**src/hdl/tanco_pkg.sv**
```systemverilog
`timescale 1ns / 1ps
`default_nettype none
// ----------------------------------------------------------------------------
// tanco_pkg
// Shared constants for the three-axis NCO step generator.
// ----------------------------------------------------------------------------
package tanco_pkg;

  // Default widths and axis count
  localparam int PHASE_BITS_DEF = 24;
  localparam int NUM_AXES_DEF   = 3;
  localparam int TICK_BITS_DEF  = 32;

  // Fixed pin field width and joint select width
  localparam int PIN_COUNT = 3;
  localparam int SEL_BITS  = 2;

  // Wide enough to compare a joint number against any axis index up to 15
  localparam int JOINT_CMP_BITS = 4;

endpackage : tanco_pkg
`default_nettype wire

```
**src/hdl/three_axis_nco_step_generator.sv**
```systemverilog
`timescale 1ns / 1ps
`default_nettype none
// ----------------------------------------------------------------------------
// three_axis_nco_step_generator
// Per-axis phase accumulators producing step, direction and enable pins,
// one tick per accepted input word.
//
//   channel | direction | handshake           | payload
//   --------+-----------+---------------------+---------------------------------
//   in      | input     | in_valid / in_stall | has_move joint_sel move_direction
//           |           |                     | move_rate move_ticks
//   out     | output    | out_valid/out_stall | step_pins dir_pins enable_n_pins
//
// One word per cycle while in_stall is low; the result is held in the output
// register from the cycle after acceptance. Axis state updates at the accepting edge.
// in_stall is raised only while the output register is full and stalled.
// Synchronous reset: phases, rates and counts clear, enables go high.
// ----------------------------------------------------------------------------
module three_axis_nco_step_generator #(
  parameter int PHASE_BITS = tanco_pkg::PHASE_BITS_DEF,
  parameter int NUM_AXES   = tanco_pkg::NUM_AXES_DEF,
  parameter int TICK_BITS  = tanco_pkg::TICK_BITS_DEF
) (
  input  wire logic                             clk,
  input  wire logic                             rst,

  input  wire logic                             in_valid,
  output logic                                  in_stall,
  input  wire logic                             has_move,
  input  wire logic [tanco_pkg::SEL_BITS-1:0]   joint_sel,
  input  wire logic                             move_direction,
  input  wire logic [PHASE_BITS-1:0]            move_rate,
  input  wire logic [TICK_BITS-1:0]             move_ticks,

  output logic                                  out_valid,
  input  wire logic                             out_stall,
  output logic [tanco_pkg::PIN_COUNT-1:0]       step_pins,
  output logic [tanco_pkg::PIN_COUNT-1:0]       dir_pins,
  output logic [tanco_pkg::PIN_COUNT-1:0]       enable_n_pins
);

  localparam logic [PHASE_BITS-1:0] PHASE_MAX = {PHASE_BITS{1'b1}};
  localparam int CB = tanco_pkg::JOINT_CMP_BITS;

  logic accept;

  // per-axis state
  logic [PHASE_BITS-1:0] phase     [NUM_AXES];
  logic [PHASE_BITS-1:0] rate      [NUM_AXES];
  logic [TICK_BITS-1:0]  remaining [NUM_AXES];
  logic [NUM_AXES-1:0]   direction;
  logic [NUM_AXES-1:0]   enable_n;

  // per-axis next values and this tick's pins
  logic [NUM_AXES-1:0]   pulse;
  logic [NUM_AXES-1:0]   direction_next;
  logic [NUM_AXES-1:0]   enable_n_next;

  logic [tanco_pkg::PIN_COUNT-1:0] step_next;
  logic [tanco_pkg::PIN_COUNT-1:0] dir_next;
  logic [tanco_pkg::PIN_COUNT-1:0] en_next;

  assign in_stall = out_valid & out_stall;
  assign accept   = in_valid & ~in_stall;

  for (genvar i = 0; i < NUM_AXES; i++) begin : g_axis
    logic                  load;
    logic [PHASE_BITS-1:0] rate_eff;
    logic [TICK_BITS-1:0]  rem_eff;
    logic [TICK_BITS-1:0]  remaining_next;
    logic [PHASE_BITS:0]   sum;
    logic [PHASE_BITS:0]   sum_wrapped;
    logic [PHASE_BITS-1:0] phase_next;
    logic [PHASE_BITS-1:0] rate_next;

    always_comb begin
      load = has_move & ({{(CB - tanco_pkg::SEL_BITS){1'b0}}, joint_sel} == CB'(i + 1));

      rate_eff          = load ? move_rate : rate[i];
      rem_eff           = load ? move_ticks : remaining[i];
      direction_next[i] = load ? move_direction : direction[i];
      enable_n_next[i]  = load ? 1'b0 : enable_n[i];

      sum         = {1'b0, phase[i]} + {1'b0, rate_eff};
      sum_wrapped = sum - {1'b0, PHASE_MAX};
      pulse[i]    = (sum > {1'b0, PHASE_MAX});
      phase_next  = pulse[i] ? sum_wrapped[PHASE_BITS-1:0] : sum[PHASE_BITS-1:0];

      // count down; the tuning word drops once the count reaches zero
      remaining_next = (rem_eff != '0) ? rem_eff - TICK_BITS'(1) : rem_eff;
      rate_next      = (remaining_next == '0) ? '0 : rate_eff;
    end

    always_ff @(posedge clk) begin
      if (rst) begin
        phase[i]     <= '0;
        rate[i]      <= '0;
        remaining[i] <= '0;
        direction[i] <= 1'b0;
        enable_n[i]  <= 1'b1;
      end else if (accept) begin
        phase[i]     <= phase_next;
        rate[i]      <= rate_next;
        remaining[i] <= remaining_next;
        direction[i] <= direction_next[i];
        enable_n[i]  <= enable_n_next[i];
      end
    end
  end

  // axes beyond the pin field are dropped; missing axes read as zero
  for (genvar p = 0; p < tanco_pkg::PIN_COUNT; p++) begin : g_pin
    if (p < NUM_AXES) begin : g_used
      assign step_next[p] = pulse[p];
      assign dir_next[p]  = direction_next[p];
      assign en_next[p]   = enable_n_next[p];
    end else begin : g_unused
      assign step_next[p] = 1'b0;
      assign dir_next[p]  = 1'b0;
      assign en_next[p]   = 1'b0;
    end
  end

  always_ff @(posedge clk) begin
    if (rst) begin
      out_valid <= 1'b0;
    end else if (accept) begin
      out_valid <= 1'b1;
    end else if (~out_stall) begin
      out_valid <= 1'b0;
    end
  end

  always_ff @(posedge clk) begin
    if (accept) begin
      step_pins     <= step_next;
      dir_pins      <= dir_next;
      enable_n_pins <= en_next;
    end
  end

endmodule : three_axis_nco_step_generator
`default_nettype wire

```
**config.mk**
```make
export PLATFORM = sky130hd
export DESIGN_NAME = three_axis_nco_step_generator
export DESIGN_NICKNAME = d
export VERILOG_FILES = /design/src/hdl/tanco_pkg.sv /design/src/hdl/three_axis_nco_step_generator.sv
export SDC_FILE = /design/constraint.sdc
export NUM_CORES = 1
export LEC_CHECK = 0
export BUFFER_PORTS_ARGS = -buffer_cell sky130_fd_sc_hd__buf_2
export CORE_ASPECT_RATIO = 0.8
export CORE_MARGIN = 2
export CORE_UTILIZATION = 40
export DETAILED_ROUTE_END_ITERATION = 7
export HOLD_SLACK_MARGIN = 0.05
export REMOVE_ABC_BUFFERS = 1
export SETUP_SLACK_MARGIN = 0.5
export SKIP_LAST_GASP = 1
export SYNTH_ARGS = -nofsm -noshare
export SYNTH_HDL_FRONTEND = slang
export SYNTH_SLANG_ARGS = --single-unit
```
**constraint.sdc**
```tcl
create_clock -name clk -period 8.6 [get_ports clk]
set_input_delay 1.72 -clock clk [delete_from_list [all_inputs] [get_ports clk]]
set_output_delay 1.72 -clock clk [all_outputs]
set_load 0.05 [all_outputs]
```
After elaboration in Yosys (flattened, before gate mapping) --
Memories as Yosys holds them, arrays and structs flattened. Index checks and enable logic that the tools add are counted.
Storage, ports and cells: input bits 64, RAM bits 240, output and inout bits 11, bits in latches 0, flip-flop bits (word level) 16, memories 3, logic and storage cells 87, ROM bits 0
Memory list:
- remaining | depth 3, width 32, rd ports 3, clocked after Yosys merged registers in 0, write ports 3, RTL line three_axis_nco_step_generator.sv:50 | logic [TICK_BITS-1:0] remaining [NUM_AXES];
- phase | depth 3, width 24, rd ports 3, clocked after Yosys merged registers in 0, write ports 3, RTL line three_axis_nco_step_generator.sv:48 | logic [PHASE_BITS-1:0] phase [NUM_AXES];
- rate | depth 3, width 24, rd ports 3, clocked after Yosys merged registers in 0, write ports 3, RTL line three_axis_nco_step_generator.sv:49 | logic [PHASE_BITS-1:0] rate [NUM_AXES];
Operators by class: magnitude comparators 3, bitwise gates (word level) 15, shift-type cells 0, reductions and logical operators 6, divide/modulo/power cells 0, muxes and demuxes 37, eq/ne operators 4, multipliers 0, $add $sub $neg 9
Operators by type and width (count):
- 2-to-1 mux 24 bit | 15
- 2-to-1 mux 32 bit | 9
- logical NOT 32 bit | 3
- nonzero test 32 bit | 3
- subtractor 32 x 1 -> 32 bit (second input constant) | 3
- adder 24 x 24 -> 25 bit | 3
- > comparator 25 x 24 -> 1 bit (second input constant) | 3
- subtractor 24 bit (second input constant) | 3
- 2-to-1 mux 1 bit | 13
- OR 1 bit | 9
- AND 1 bit | 5
- equality test 2 bit (second input constant) | 2
- equality test 2 x 1 -> 1 bit (second input constant) | 1
- inequality test 2 x 1 -> 1 bit (second input constant) | 1
- inverter 1 bit | 1

Longest topological paths before layout --
Gate-level depths: netlist of the first run.
word-level depth 8, mapped depth 26, depth with buffers taken out 17

Worst setup path after synthesis of the first run --
OpenSTA, ideal clock, no wires.
path type input port to flip-flop, start input joint_sel[0] (netlist name), end memory phase[1][14] (netlist name) (data pin), stages 26, buffers on the path 9, setup time 0.266 ns, path slack 1.085 ns, required time 8.334 ns, arrival time 7.249 ns, cells stage by stage buf_4 nand3b_1 buf_2 buf_2 buf_1 clkbuf_1 clkbuf_1 clkbuf_1 nand2_1 nand2_1 ha_1 inv_1 fa_1 nor2b_1 o2111ai_1 a21boi_0 nor4b_1 a311o_1 nor4b_2 a21bo_2 o31ai_1 clkbuf_1 buf_2 nand3_1 xnor2_1 nor2_1
RTL lines:
- start: declaration | RTL line three_axis_nco_step_generator.sv:30 | input wire logic [tanco_pkg::SEL_BITS-1:0] joint_sel,
- end: declaration | RTL line three_axis_nco_step_generator.sv:48

==> impl_metrics.sql, run 1 <==
INSERT INTO impl_metrics (metric_group, metric, value, unit) VALUES
('cts', 'clock-root-buffer', 'sky130_fd_sc_hd__clkbuf_16', ''),
('critical_path', 'critical_path_required', '8.94', 'ns'),
('route', 'totalWireLength', '66200', 'um'),
('synthesis', 'syn_area_per_cell', '8.80', 'um^2'),
('cts', 'postCtsSetupRepairBufs', '0', ''),
('sta', 'finalWorstPathRequiredPeriod', '6.93', 'ns'),
('finish', 'multi_input_comb_area', '12700', 'um^2'),
('sta', 'setup-tns-final', '0', 'ns'),
('cts', 'ctsHtreeMaxLevel', '1', ''),
('synthesis', 'synth.top_cell.area_share', '35.8', '%'),
('cts', 'clock_transition_at_the_registers_of_the_reported_paths', '0.06', 'ns'),
('grt', 'grt-ovfl-total', '0', ''),
('finish', 'final_layout_size_suffix_gt1_share', '10.2', '%'),
('critical_path', 'reg2reg_setup_slack', '3.15', 'ns'),
('power', 'power_switching', '1.40', 'mW'),
('place', 'place_congestion', '0.952', ''),
('critical_path', 'worst_path_max_delay_cell', 'sky130_fd_sc_hd__o41ai_2', ''),
('finish', 'final_cells', '3090', ''),
('power', 'power_density', '180', 'nW/um^2'),
('sta', 'setup_repair_after_global_routing_missed_its_margin', 'no', ''),
('power', 'power.total', '4.10', 'mW'),
('flow_run', 'maxCapViolCount', '0', ''),
('finish', 'syn_to_final_growth', '9.28', '%'),
('cts', 'cts_buffer_depth', '3', ''),
('finish', 'sequential_cell_area', '7620', 'um^2'),
('critical_path', 'start_kind', 'primary input', ''),
('cts', 'tritoncts_num_sinks', '256', ''),
('route', 'detail_route.iter0.violations', '1923', ''),
('die', 'start_util', '40.7', '%'),
('synthesis', 'yosysUniqueCellTypes', '103', ''),
('synthesis', 'dominant_cells_by_area_after_synthesis', 'sky130_fd_sc_hd__edfxtp_1 (36%), sky130_fd_sc_hd__nand2_1 (6.2%), sky130_fd_sc_hd__nor2_1 (5.1%), sky130_fd_sc_hd__xnor2_1 (4.9%), sky130_fd_sc_hd__ha_1 (4.9%)', ''),
('cts', 'tritoncts', 'yes', ''),
('place', 'dpl_cell_area', '21800', 'um^2'),
('route', 'ant_nets', '0', ''),
('route', 'detail_route.wl_per_cell', '21.4', 'um'),
('power', 'comb_power_share', '30.2', '%'),
('die', 'fp.dieH', '208', 'um'),
('cts', 'cts_hold_repair.buffers', '0', ''),
('sta', 'finalSetupViolations', '0', ''),
('cts', 'tritoncts.num_buffers', '31', ''),
('finish', 'layout.cells.most_common_list', 'sky130_fd_sc_hd__nand2_1 (347), sky130_fd_sc_hd__nor2_1 (282), sky130_fd_sc_hd__edfxtp_1 (249), sky130_fd_sc_hd__a21oi_1 (157), sky130_fd_sc_hd__xnor2_1 (116)', ''),
('critical_path', 'worst-setup-path-type', 'primary input to register', ''),
('sta', 'relSlewSlack', '23.4', '%'),
('grt', 'grt_start_max_net_pins', '102', ''),
('grt', 'first_global_vias', '17000', ''),
('finish', 'finish.net_count', '2532', ''),
('place', 'total_placed_cells_including_tap_cells', '3035', ''),
('finish', 'layout.filler_cells', '5016', ''),
('finish', 'most_common_cell_after_layout_fill_and_taps_aside', 'sky130_fd_sc_hd__nand2_1', ''),
('cts', 'cts_repair_resize_count', '0', ''),
('finish', 'final_cell_area', '22800', 'um^2'),
('power', 'peakVddDrop', '0.140', 'mV'),
('synthesis', 'synth_edf_count', '249', ''),
('synthesis', 'proportion_of_synthesized_chip_area_in_sequential_cells', '36.5', '%'),
('place', 'port-buffer-count', '74', ''),
('critical_path', 'worst_ep_arrival_time', '7.27', 'ns'),
('run_status', 'run_status', 'completed', ''),
('grt', 'grt_usage', '23.9', '%'),
('die', 'die_outline_area', '54100', 'um^2'),
('synthesis', 'synthesis.area', '20900', 'um^2'),
('synthesis', 'dominantRegCellSynth', 'sky130_fd_sc_hd__edfxtp_1', ''),
('route', 'drt_pass_1_iters', '5', ''),
('power', 'switching_share', '34.2', '%'),
('synthesis', 'netlist.top_cell.by_area', 'sky130_fd_sc_hd__edfxtp_1', ''),
('synthesis', 'ys_seq_elements', '256', ''),
('synthesis', 'postSynth.asyncResetShare', '0', '%'),
('power', 'p_leak', '9.21', 'nW'),
('critical_path', 'timing.critical_path.slowest_cell_delay', '0.68', 'ns'),
('die', 'num_ports', '75', ''),
('die', 'floorplan.die.width', '259', 'um'),
('finish', 'fin_util', '44.5', '%');
-- metrics by stage --
step                setup WS (ns)  hold slack, ns
global placement             1.21           0.430
detailed placement           1.20           0.437
global route                 1.30           0.478
CTS                          1.82           0.450
floorplan                  0.0898           0.417
finish                       1.67           0.445
-- cell families after synthesis --
family	Yosys count	synth area share (%)
AOI/OAI and AO/OA	484	15.9
and+or+nand+nor	1094	25.6
muxes	110	5.78
buffers and inverters	153	3.07
adders and majority gates	84	5.14
xor gates and xnor gates	191	8.01
DFF	256	36.5
-- final cells by class --
cell class	instances	area share, %
clock inverters	13	0.515
repair buffers	98	2.47
well taps	684	3.75
inverters	34	0.559
flip-flops and latches	256	33.4
multi-input cells	1963	55.5
clock buffers	42	3.80
-- Yosys cell counts (31+ instances only) --
master,n
sky130_fd_sc_hd__xor2_1,75
sky130_fd_sc_hd__nor4_1,40
sky130_fd_sc_hd__edfxtp_1,249
sky130_fd_sc_hd__ha_1,81
sky130_fd_sc_hd__inv_1,34
sky130_fd_sc_hd__nand2_1,347
sky130_fd_sc_hd__and2_1,31
sky130_fd_sc_hd__o21ai_0,63
sky130_fd_sc_hd__clkbuf_1,87
sky130_fd_sc_hd__a21oi_1,157
sky130_fd_sc_hd__nand3_1,68
sky130_fd_sc_hd__a211oi_1,33
sky130_fd_sc_hd__nor2_1,282
sky130_fd_sc_hd__nand4_1,41
sky130_fd_sc_hd__xnor2_1,116
sky130_fd_sc_hd__mux2i_1,91
sky130_fd_sc_hd__nor3_1,75
sky130_fd_sc_hd__a21o_1,46
-- path summary, 6_finish.rpt --
path | from | end | depth (start not counted)
max | joint_sel[0] | phase[2][5]$_SDFFCE_PN0P_ | 18
min | enable_n[1]$_SDFFE_PP1P_ | enable_n[1]$_SDFFE_PP1P_ | 1
max reg2reg | rate[2][1]$_SDFFCE_PP0P_ | phase[2][5]$_SDFFCE_PN0P_ | 15
min reg2reg | enable_n[1]$_SDFFE_PP1P_ | enable_n[1]$_SDFFE_PP1P_ | 1
-- power by group through the flow --
stage / Sequential (mW) / Combinational [mW] / Clock (mW)
detailed placement: 1.57 / 1.21 / 0
global route: 1.56 / 1.36 / 1.38
CTS: 1.55 / 1.22 / 1.33
global placement: 1.57 / 1.20 / 0
finish: 1.55 / 1.24 / 1.31
floorplan: 1.57 / 0.886 / 0
-- state kept, by name (all words and copies together), names as in the netlist --
name           cells
remaining         96
phase             72
rate              72
dir_pins           3
direction          3
enable_n           3
enable_n_pins      3
step_pins          3
out_valid          1
-- worst max-delay path, delay by kind of cell --
kind            cells  cell delay (ns)
fa+ha+maj           1             0.30
buf+inv             3             1.03
xor+xnor            1             0.28
simple gates        7             1.83
compound gates      6             2.10
-- routing by layer --
layer | wire length, um | track usage [%] | up-vias
met3 | 6110 | 5.21 | 102
met5 | 0 | 0 | -
li1 | - | - | 8749
met2 | 26200 | 32.3 | 775
met4 | 1730 | 6.02 | 0
met1 | 32200 | 37.6 | 8951
No activity file was read; power rests on OpenSTA's default activity.
==> run 2, diff against run 1 <==
==> constraint.sdc (replaced) <==
create_clock -name clk -period 7.3 [get_ports clk]
set_input_delay 1.46 -clock clk [delete_from_list [all_inputs] [get_ports clk]]
set_output_delay 1.46 -clock clk [all_outputs]
set_load 0.05 [all_outputs]
==> run 2 against run 1 <==
Effect of this change:
- die area unchanged
- non-clock buffer count increased by 8
- sequential share of layout area decreased by 0.32 points
- routed wire length increased by 4.1%
- global-route usage increased by 1.1 points
- register-to-register slack got worse by 0.79 ns
- setup slack got worse by 0.56 ns
- clock skew increased by 0.0057 ns
- clock power increased by 29%
- design area increased by 0.98%
- highest routed layer unchanged
==> impl_metrics.sql, run 2 (same netlist as run 1, synthesis figures left out) <==
INSERT INTO impl_metrics (metric_group, metric, value, unit) VALUES
('die', 'core.rowCount', '74', ''),
('critical_path', 'critical_path.reg2reg.endpoint', 'phase[2][16]$_SDFFCE_PN0P_', ''),
('die', 'fp.dieH', '208', 'um'),
('power', 'power_switching', '1.71', 'mW'),
('grt', 'grt_start_max_net_pins', '132', ''),
('route', 'totalWireLength', '68900', 'um'),
('grt', 'grt_antenna_before_repair', '1', ''),
('cts', 'clock_transition_at_the_registers_of_the_reported_paths', '0.06', 'ns'),
('finish', 'reg.largest.list', 'remaining: 96 flops, phase: 72 flops, rate: 72 flops', ''),
('sta', 'finalHoldViolCount', '0', ''),
('cts', 'clock-root-buffer', 'sky130_fd_sc_hd__clkbuf_16', ''),
('route', 'ant_nets', '0', ''),
('place', 'port-buffer-count', '74', ''),
('critical_path', 'worst_ep_arrival_time', '6.50', 'ns'),
('finish', 'layout.cells.most_common_list', 'sky130_fd_sc_hd__nand2_1 (347), sky130_fd_sc_hd__nor2_1 (282), sky130_fd_sc_hd__edfxtp_1 (249), sky130_fd_sc_hd__a21oi_1 (157), sky130_fd_sc_hd__xnor2_1 (116)', ''),
('finish', 'final_cell_area', '23000', 'um^2'),
('finish', 'final_layout_size_suffix_gt1_share', '10.8', '%'),
('critical_path', 'timing.critical_path.slowest_cell_delay', '0.75', 'ns'),
('cts', 'tritoncts.num_buffers', '31', ''),
('place', 'place_worst_setup_slack', '0.594', 'ns'),
('sta', 'finalSetupViolations', '0', ''),
('finish', 'final_cells', '3101', ''),
('grt', 'grt_usage', '24.9', '%'),
('finish', 'max_reg_flops', '96', ''),
('sta', 'max_clock_freq', '162', 'MHz'),
('power', 'internal_power', '3.30', 'mW'),
('place', 'place_congestion', '0.937', ''),
('die', 'die_outline_area', '54100', 'um^2'),
('power', 'comb_power_share', '29.7', '%'),
('cts', 'tritoncts', 'yes', ''),
('critical_path', 'critical_path_required', '7.61', 'ns'),
('die', 'start_util', '40.7', '%'),
('sta', 'tightest_slew', '1.22', 'ns'),
('route', 'detail_route.iter0.violations', '2242', ''),
('power', 'p_seq_share', '36.6', '%'),
('route', 'detail_route.wl_per_cell', '22.2', 'um'),
('critical_path', 'setup.worst_path.end_class', 'register', ''),
('cts', 'clock_insertion_delay_worst_skew', '0.60', 'ns'),
('grt', 'grt_first_pass_wirelength', '105000', 'um'),
('sta', 'relSlewSlack', '17.8', '%'),
('finish', 'syn_to_final_growth', '10.3', '%'),
('power', 'power.share.clock', '33.8', '%'),
('die', 'num_ports', '75', ''),
('cts', 'cts_hold_repair.buffers', '0', ''),
('critical_path', 'start_kind', 'primary input', ''),
('power', 'switching_share', '34.2', '%'),
('hold_path', 'hold_sp', 'enable_n[1]$_SDFFE_PP1P_', ''),
('critical_path', 'crit_fanout', '16', ''),
('hold_path', 'hold-path-endpoint', 'enable_n[1]$_SDFFE_PP1P_', ''),
('cts', 'postCtsSetupRepairBufs', '0', ''),
('run_status', 'run_status', 'completed', ''),
('critical_path', 'worst_path_max_delay_cell', 'sky130_fd_sc_hd__nor4_1', ''),
('grt', 'first_global_vias', '17200', ''),
('power', 'power.total', '5.01', 'mW'),
('finish', 'n_antenna_cell', '0', ''),
('route', 'total_via_count_in_the_routed_design', '18700', ''),
('critical_path', 'reg2reg_setup_slack', '2.36', 'ns'),
('critical_path', 'path_cells', 'buf_2 -> and3b_2 -> nand2_1 -> nand2_1 -> ha_1 -> inv_1 -> fa_1 -> nor2b_1 -> o2111ai_1 -> a21boi_0 -> o21ai_1 -> a21o_1 -> o21ai_0 -> a21oi_1 -> nor4_1 -> nand2_1 -> xnor2_1 -> nor2_1', ''),
('critical_path', 'rr_worst_depth', '17', ''),
('cts', 'ctsHtreeMaxLevel', '1', ''),
('die', 'core_area', '51300', 'um^2'),
('place', 'total_placed_cells_including_tap_cells', '3043', ''),
('power', 'peakVddDrop', '0.193', 'mV'),
('sta', 'finalWorstPathRequiredPeriod', '6.19', 'ns'),
('sta', 'setup_repair_after_global_routing_missed_its_margin', 'no', ''),
('sta', 'timing_max_transition_violations_final', '0', ''),
('cts', 'cts_buffer_depth', '3', ''),
('place', 'dpl_cell_area', '22000', 'um^2'),
('flow_run', 'maxCapViolCount', '0', ''),
('finish', 'most_common_cell_after_layout_fill_and_taps_aside', 'sky130_fd_sc_hd__nand2_1', ''),
('route', 'routed_via_density', '6.04', ''),
('die', 'floorplan.die.width', '259', 'um'),
('grt', 'grt-ovfl-total', '0', ''),
('cts', 'cts_repair_resize_count', '0', ''),
('critical_path', 'worst_path_most_repeated_cell', 'sky130_fd_sc_hd__nand2_1', ''),
('route', 'drt_pass_1_iters', '6', ''),
('hold_path', 'worst_hold_path_type', 'register to register', ''),
('sta', 'share_of_the_clock_period_used_by_the_worst_path', '84.8', '%'),
('power', 'p_leak', '9.33', 'nW'),
('place', 'hpwl_detailed', '50200', 'um'),
('finish', 'largest_register', 'remaining', ''),
('critical_path', 'crit-reg2reg-launch', 'rate[2][0]$_SDFFCE_PP0P_', ''),
('sta', 'final.setup_skew', '0.0244', 'ns'),
('power', 'power_density', '217', 'nW/um^2'),
('route', 'drt_drc_violations_left', '0', ''),
('finish', 'layout.filler_cells', '5048', ''),
('cts', 'tritoncts_num_sinks', '256', ''),
('sta', 'post-route-worst-setup-slack', '1.11', 'ns'),
('finish', 'finish.net_count', '2540', ''),
('hold_path', 'holdPathStages', '1', ''),
('critical_path', 'worst-setup-path-type', 'primary input to register', '');
-- run 2: changes by cell type in the layout (fill, tap and decap cells not counted), sizes merged --
cell    previous run  this run
clkbuf            42        41
bufinv             2         5
buf               98       106
inv               35        36
-- run 2: worst max path at each step --
| stage | start | end | slack (ns) | cells after the start |
|---|---|---|---|---|
| after floorplan | joint_sel[0] | phase[1][11]$_SDFFCE_PN0P_ | -0.95 | 15 |
| after global placement | joint_sel[0] | phase[1][22]$_SDFFCE_PN0P_ | 0.69 | 18 |
| after detailed placement | joint_sel[0] | phase[2][16]$_SDFFCE_PN0P_ | 0.59 | 18 |
| after CTS | joint_sel[0] | phase[2][16]$_SDFFCE_PN0P_ | 1.22 | 18 |
| after global routing | joint_sel[0] | phase[2][16]$_SDFFCE_PN0P_ | 0.70 | 18 |
| final | joint_sel[0] | phase[1][20]$_SDFFCE_PN0P_ | 1.11 | 18 |
-- run 2: layer usage --
metal / GRT usage, % / up-vias / share of wire [%]
met4: 3.82 / 0 / 1.4
met3: 4.61 / 71 / 9.8
met1: 40.6 / 9066 / 49
met2: 33.9 / 835 / 40
li1: - / 8765 / -
met5: 0 / - / 0
-- run 2: metrics by stage --
stage	setup TNS [ns]	hold slack [ns]	utilization (%)
3_3_place_gp	0	0.426	42.8
5_1_grt	0	0.468	44.9
3_5_place_dp	0	0.441	42.8
4_1_cts	0	0.455	44.9
2_1_floorplan	-39.61	0.417	-
6_report	0	0.453	44.9
-- run 2: final cells by class --
class	instances	area, um^2	share of cell area [%]
Clock buffer	41	853	3.70
Clock inverter	17	231	1.00
Inverter	34	128	0.554
Multi-Input combinational cell	1963	12700	55.0
Sequential cell	256	7620	33.1
Tap cell	684	856	3.71
Timing Repair Buffer	106	686	2.98
-- run 2: critical path, delay by kind of cell --
family,cells,cell delay (ns)
buffers and inverters,2,0.26
AOI/OAI and AO/OA,6,2.06
adders and majority gates,2,0.62
xor gates and xnor gates,1,0.20
and+or+nand+nor,7,1.89
-- run 2: power by group through the flow --
| stage | Sequential (mW) | Combinational (mW) | Clock (mW) |
|---|---|---|---|
| floorplan | 1.85 | 1.04 | 0 |
| global placement | 1.86 | 1.44 | 0 |
| detailed placement | 1.86 | 1.45 | 0 |
| CTS | 1.83 | 1.46 | 1.72 |
| global route | 1.84 | 1.62 | 1.77 |
| finish | 1.83 | 1.49 | 1.69 |
==> run 3, diff against run 2 <==
==> constraint.sdc (replaced) <==
create_clock -name clk -period 5.65 [get_ports clk]
set_input_delay 1.13 -clock clk [delete_from_list [all_inputs] [get_ports clk]]
set_output_delay 1.13 -clock clk [all_outputs]
set_load 0.05 [all_outputs]
==> run 3 against run 2 <==
Effect of this change:
- register-to-register slack got worse by 0.92 ns
- clock power up 32%
- sequential share of layout area fell by 2.8 points
- highest routed layer is now met5
- hold slack worse by 0.0092 ns
- critical endpoint is now phase[0][11]$_SDFFCE_PN0P_
==> impl_metrics.sql, run 3 (same netlist as run 1, synthesis figures left out) <==
INSERT INTO impl_metrics (metric_group, metric, value, unit) VALUES
('power', 'p_leak', '10.6', 'nW'),
('flow_run', 'maxCapViolCount', '0', ''),
('finish', 'layout.filler_cells', '4877', ''),
('critical_path', 'timing.critical_path.slowest_cell_delay', '0.55', 'ns'),
('cts', 'tritoncts_num_sinks', '256', ''),
('route', 'ant_nets', '0', ''),
('finish', 'n_antenna_cell', '0', ''),
('finish', 'max_reg_flops', '96', ''),
('finish', 'final_layout_size_suffix_gt1_share', '20.5', '%'),
('grt', 'grt-ovfl-total', '0', ''),
('critical_path', 'crit_fanout', '7', ''),
('finish', 'finish.net_count', '2780', ''),
('hold_path', 'worst_hold_path_type', 'register to register', ''),
('finish', 'syn_to_final_growth', '20.7', '%'),
('sta', 'relSlewSlack', '40.2', '%'),
('place', 'port-buffer-count', '74', ''),
('route', 'detail_route.iter0.violations', '2013', ''),
('route', 'total_via_count_in_the_routed_design', '19700', ''),
('route', 'routed_via_density', '5.89', ''),
('place', 'place_worst_setup_slack', '-0.332', 'ns'),
('sta', 'finalWorstPathRequiredPeriod', '5.04', 'ns'),
('die', 'floorplan.die.width', '259', 'um'),
('sta', 'final.setup_skew', '0.0275', 'ns'),
('grt', 'first_global_vias', '18400', ''),
('cts', 'clock-root-buffer', 'sky130_fd_sc_hd__clkbuf_16', ''),
('hold_path', 'hold_sp', 'enable_n[1]$_SDFFE_PP1P_', ''),
('route', 'drt_drc_violations_left', '0', ''),
('run_status', 'run_status', 'completed', ''),
('cts', 'cts_buffer_depth', '3', ''),
('critical_path', 'setup.worst_path.end_class', 'register', ''),
('critical_path', 'path_cells', 'buf_2 -> buf_4 -> and3b_2 -> nand2_1 -> nand2_1 -> ha_1 -> inv_1 -> fa_2 -> nor2b_2 -> o31a_1 -> nor3_1 -> or4_4 -> nor4b_4 -> and4b_1 -> nand4bb_1 -> o41ai_4 -> buf_4 -> nand4_1 -> xnor2_1 -> nor2_1', ''),
('die', 'start_util', '40.7', '%'),
('die', 'core.rowCount', '74', ''),
('hold_path', 'holdPathStages', '1', ''),
('cts', 'tritoncts.num_buffers', '31', ''),
('cts', 'ctsHtreeMaxLevel', '1', ''),
('cts', 'tritoncts', 'yes', ''),
('critical_path', 'cp-startpoint', 'joint_sel[1]', ''),
('grt', 'grt_start_max_net_pins', '139', ''),
('power', 'power_density', '271', 'nW/um^2'),
('route', 'drt_pass_1_iters', '6', ''),
('finish', 'reg.largest.list', 'remaining: 96 flops, phase: 72 flops, rate: 72 flops', ''),
('sta', 'fin_worst_hold_slack', '0.444', 'ns'),
('critical_path', 'crit-reg2reg-launch', 'remaining[0][18]$_SDFFCE_PN0P_', ''),
('die', 'die_outline_area', '54100', 'um^2'),
('power', 'peakVddDrop', '0.241', 'mV'),
('grt', 'grt_first_pass_wirelength', '109000', 'um'),
('critical_path', 'critical_path.reg2reg.endpoint', 'rate[0][2]$_SDFFCE_PP0P_', ''),
('sta', 'tightest_slew', '0.897', 'ns'),
('cts', 'cts_hold_repair.buffers', '0', ''),
('cts', 'clock_transition_at_the_registers_of_the_reported_paths', '0.07', 'ns'),
('finish', 'largest_register', 'remaining', ''),
('sta', 'finalHoldViolCount', '0', ''),
('die', 'fp.dieH', '208', 'um'),
('place', 'hpwl_detailed', '52900', 'um'),
('hold_path', 'hold-path-endpoint', 'enable_n[1]$_SDFFE_PP1P_', ''),
('critical_path', 'start_kind', 'primary input', ''),
('sta', 'max_clock_freq', '198', 'MHz'),
('sta', 'finalSetupViolations', '0', ''),
('route', 'totalWireLength', '71000', 'um'),
('cts', 'clock_insertion_delay_worst_skew', '0.60', 'ns'),
('critical_path', 'reg2reg_setup_slack', '1.44', 'ns'),
('critical_path', 'rr_worst_depth', '13', ''),
('finish', 'layout.cells.most_common_list', 'sky130_fd_sc_hd__nand2_1 (347), sky130_fd_sc_hd__nor2_1 (282), sky130_fd_sc_hd__buf_4 (257), sky130_fd_sc_hd__edfxtp_1 (249), sky130_fd_sc_hd__a21oi_1 (148)', ''),
('critical_path', 'worst_path_max_delay_cell', 'sky130_fd_sc_hd__or4_4', ''),
('power', 'power.total', '6.84', 'mW'),
('die', 'num_ports', '75', ''),
('sta', 'post-route-worst-setup-slack', '0.606', 'ns'),
('critical_path', 'worst-setup-path-type', 'primary input to register', ''),
('grt', 'grt_antenna_before_repair', '1', ''),
('critical_path', 'critical_path_required', '5.96', 'ns'),
('place', 'place_congestion', '0.946', ''),
('critical_path', 'worst_ep_arrival_time', '5.35', 'ns'),
('sta', 'timing_max_transition_violations_final', '0', ''),
('sta', 'setup_repair_after_global_routing_missed_its_margin', 'yes', ''),
('finish', 'most_common_cell_after_layout_fill_and_taps_aside', 'sky130_fd_sc_hd__nand2_1', ''),
('die', 'core_area', '51300', 'um^2'),
('route', 'detail_route.wl_per_cell', '21.3', 'um'),
('grt', 'grt_usage', '25.7', '%'),
('sta', 'share_of_the_clock_period_used_by_the_worst_path', '89.3', '%');
-- run 3: cell type report --
type	count	area [um^2]	area share, %
timing repair buffer	346	2550	10.1
clock buffer	34	797	3.16
sequential	256	7620	30.2
multi-input combinational	1963	12900	51.4
clock inverter	21	304	1.21
tap	684	856	3.40
inverter	34	128	0.507
-- run 3: metal layers --
metal / wire [um] / vias to the layer above / track usage [%]
met1: 35000 / 9570 / 40.9
met2: 28500 / 746 / 35.4
met5: 13 / - / 0
li1: - / 9256 / -
met3: 5980 / 101 / 4.61
met4: 1540 / 2 / 5.43
-- run 3: what timing repair did --
| action | 4_1_cts | 5_1_grt |
|---|---|---|
| pin swaps | 1 | 19 |
| resized for setup | 8 | 61 |
| setup buffers | 0 | 17 |
| setup endpoints to repair | 22 | 76 |
| gates cloned | 0 | 0 |
-- run 3: worst max-delay path by stage --
stage,endpoint,depth (start not counted)
2_1_floorplan,phase[1][11]$_SDFFCE_PN0P_,15
3_3_place_gp,phase[1][11]$_SDFFCE_PN0P_,20
3_5_place_dp,phase[1][2]$_SDFFCE_PN0P_,22
4_1_cts,phase[2][17]$_SDFFCE_PN0P_,21
5_1_grt,phase[0][11]$_SDFFCE_PN0P_,21
6_report,phase[0][11]$_SDFFCE_PN0P_,20
-- run 3: stage by stage --
| step | TNS [ns] | area (um^2) | util, % | std cells |
|---|---|---|---|---|
| after floorplan | -305.88 | 20400 | - | 2253 |
| after global placement | -3.86 | 23700 | 46.1 | 3266 |
| after detailed placement | -5.11 | 23700 | 46.1 | 3266 |
| after CTS | 0 | 24800 | 48.4 | 3321 |
| after global routing | 0 | 25200 | 49.1 | 3338 |
| final | 0 | 25200 | 49.1 | 3338 |
-- run 3: critical path: cells and delay by family --
family | cells | cell delay (ns)
buf+inv | 4 | 0.53
xor+xnor | 1 | 0.21
compound gates | 2 | 0.66
fa+ha+maj | 2 | 0.52
simple gates | 11 | 2.28
-- run 3: power breakdown --
part | internal (mW) | switching [mW]
Clock | 1.33 | 0.898
Sequential | 2.27 | 0.0878
Combinational | 0.927 | 1.31
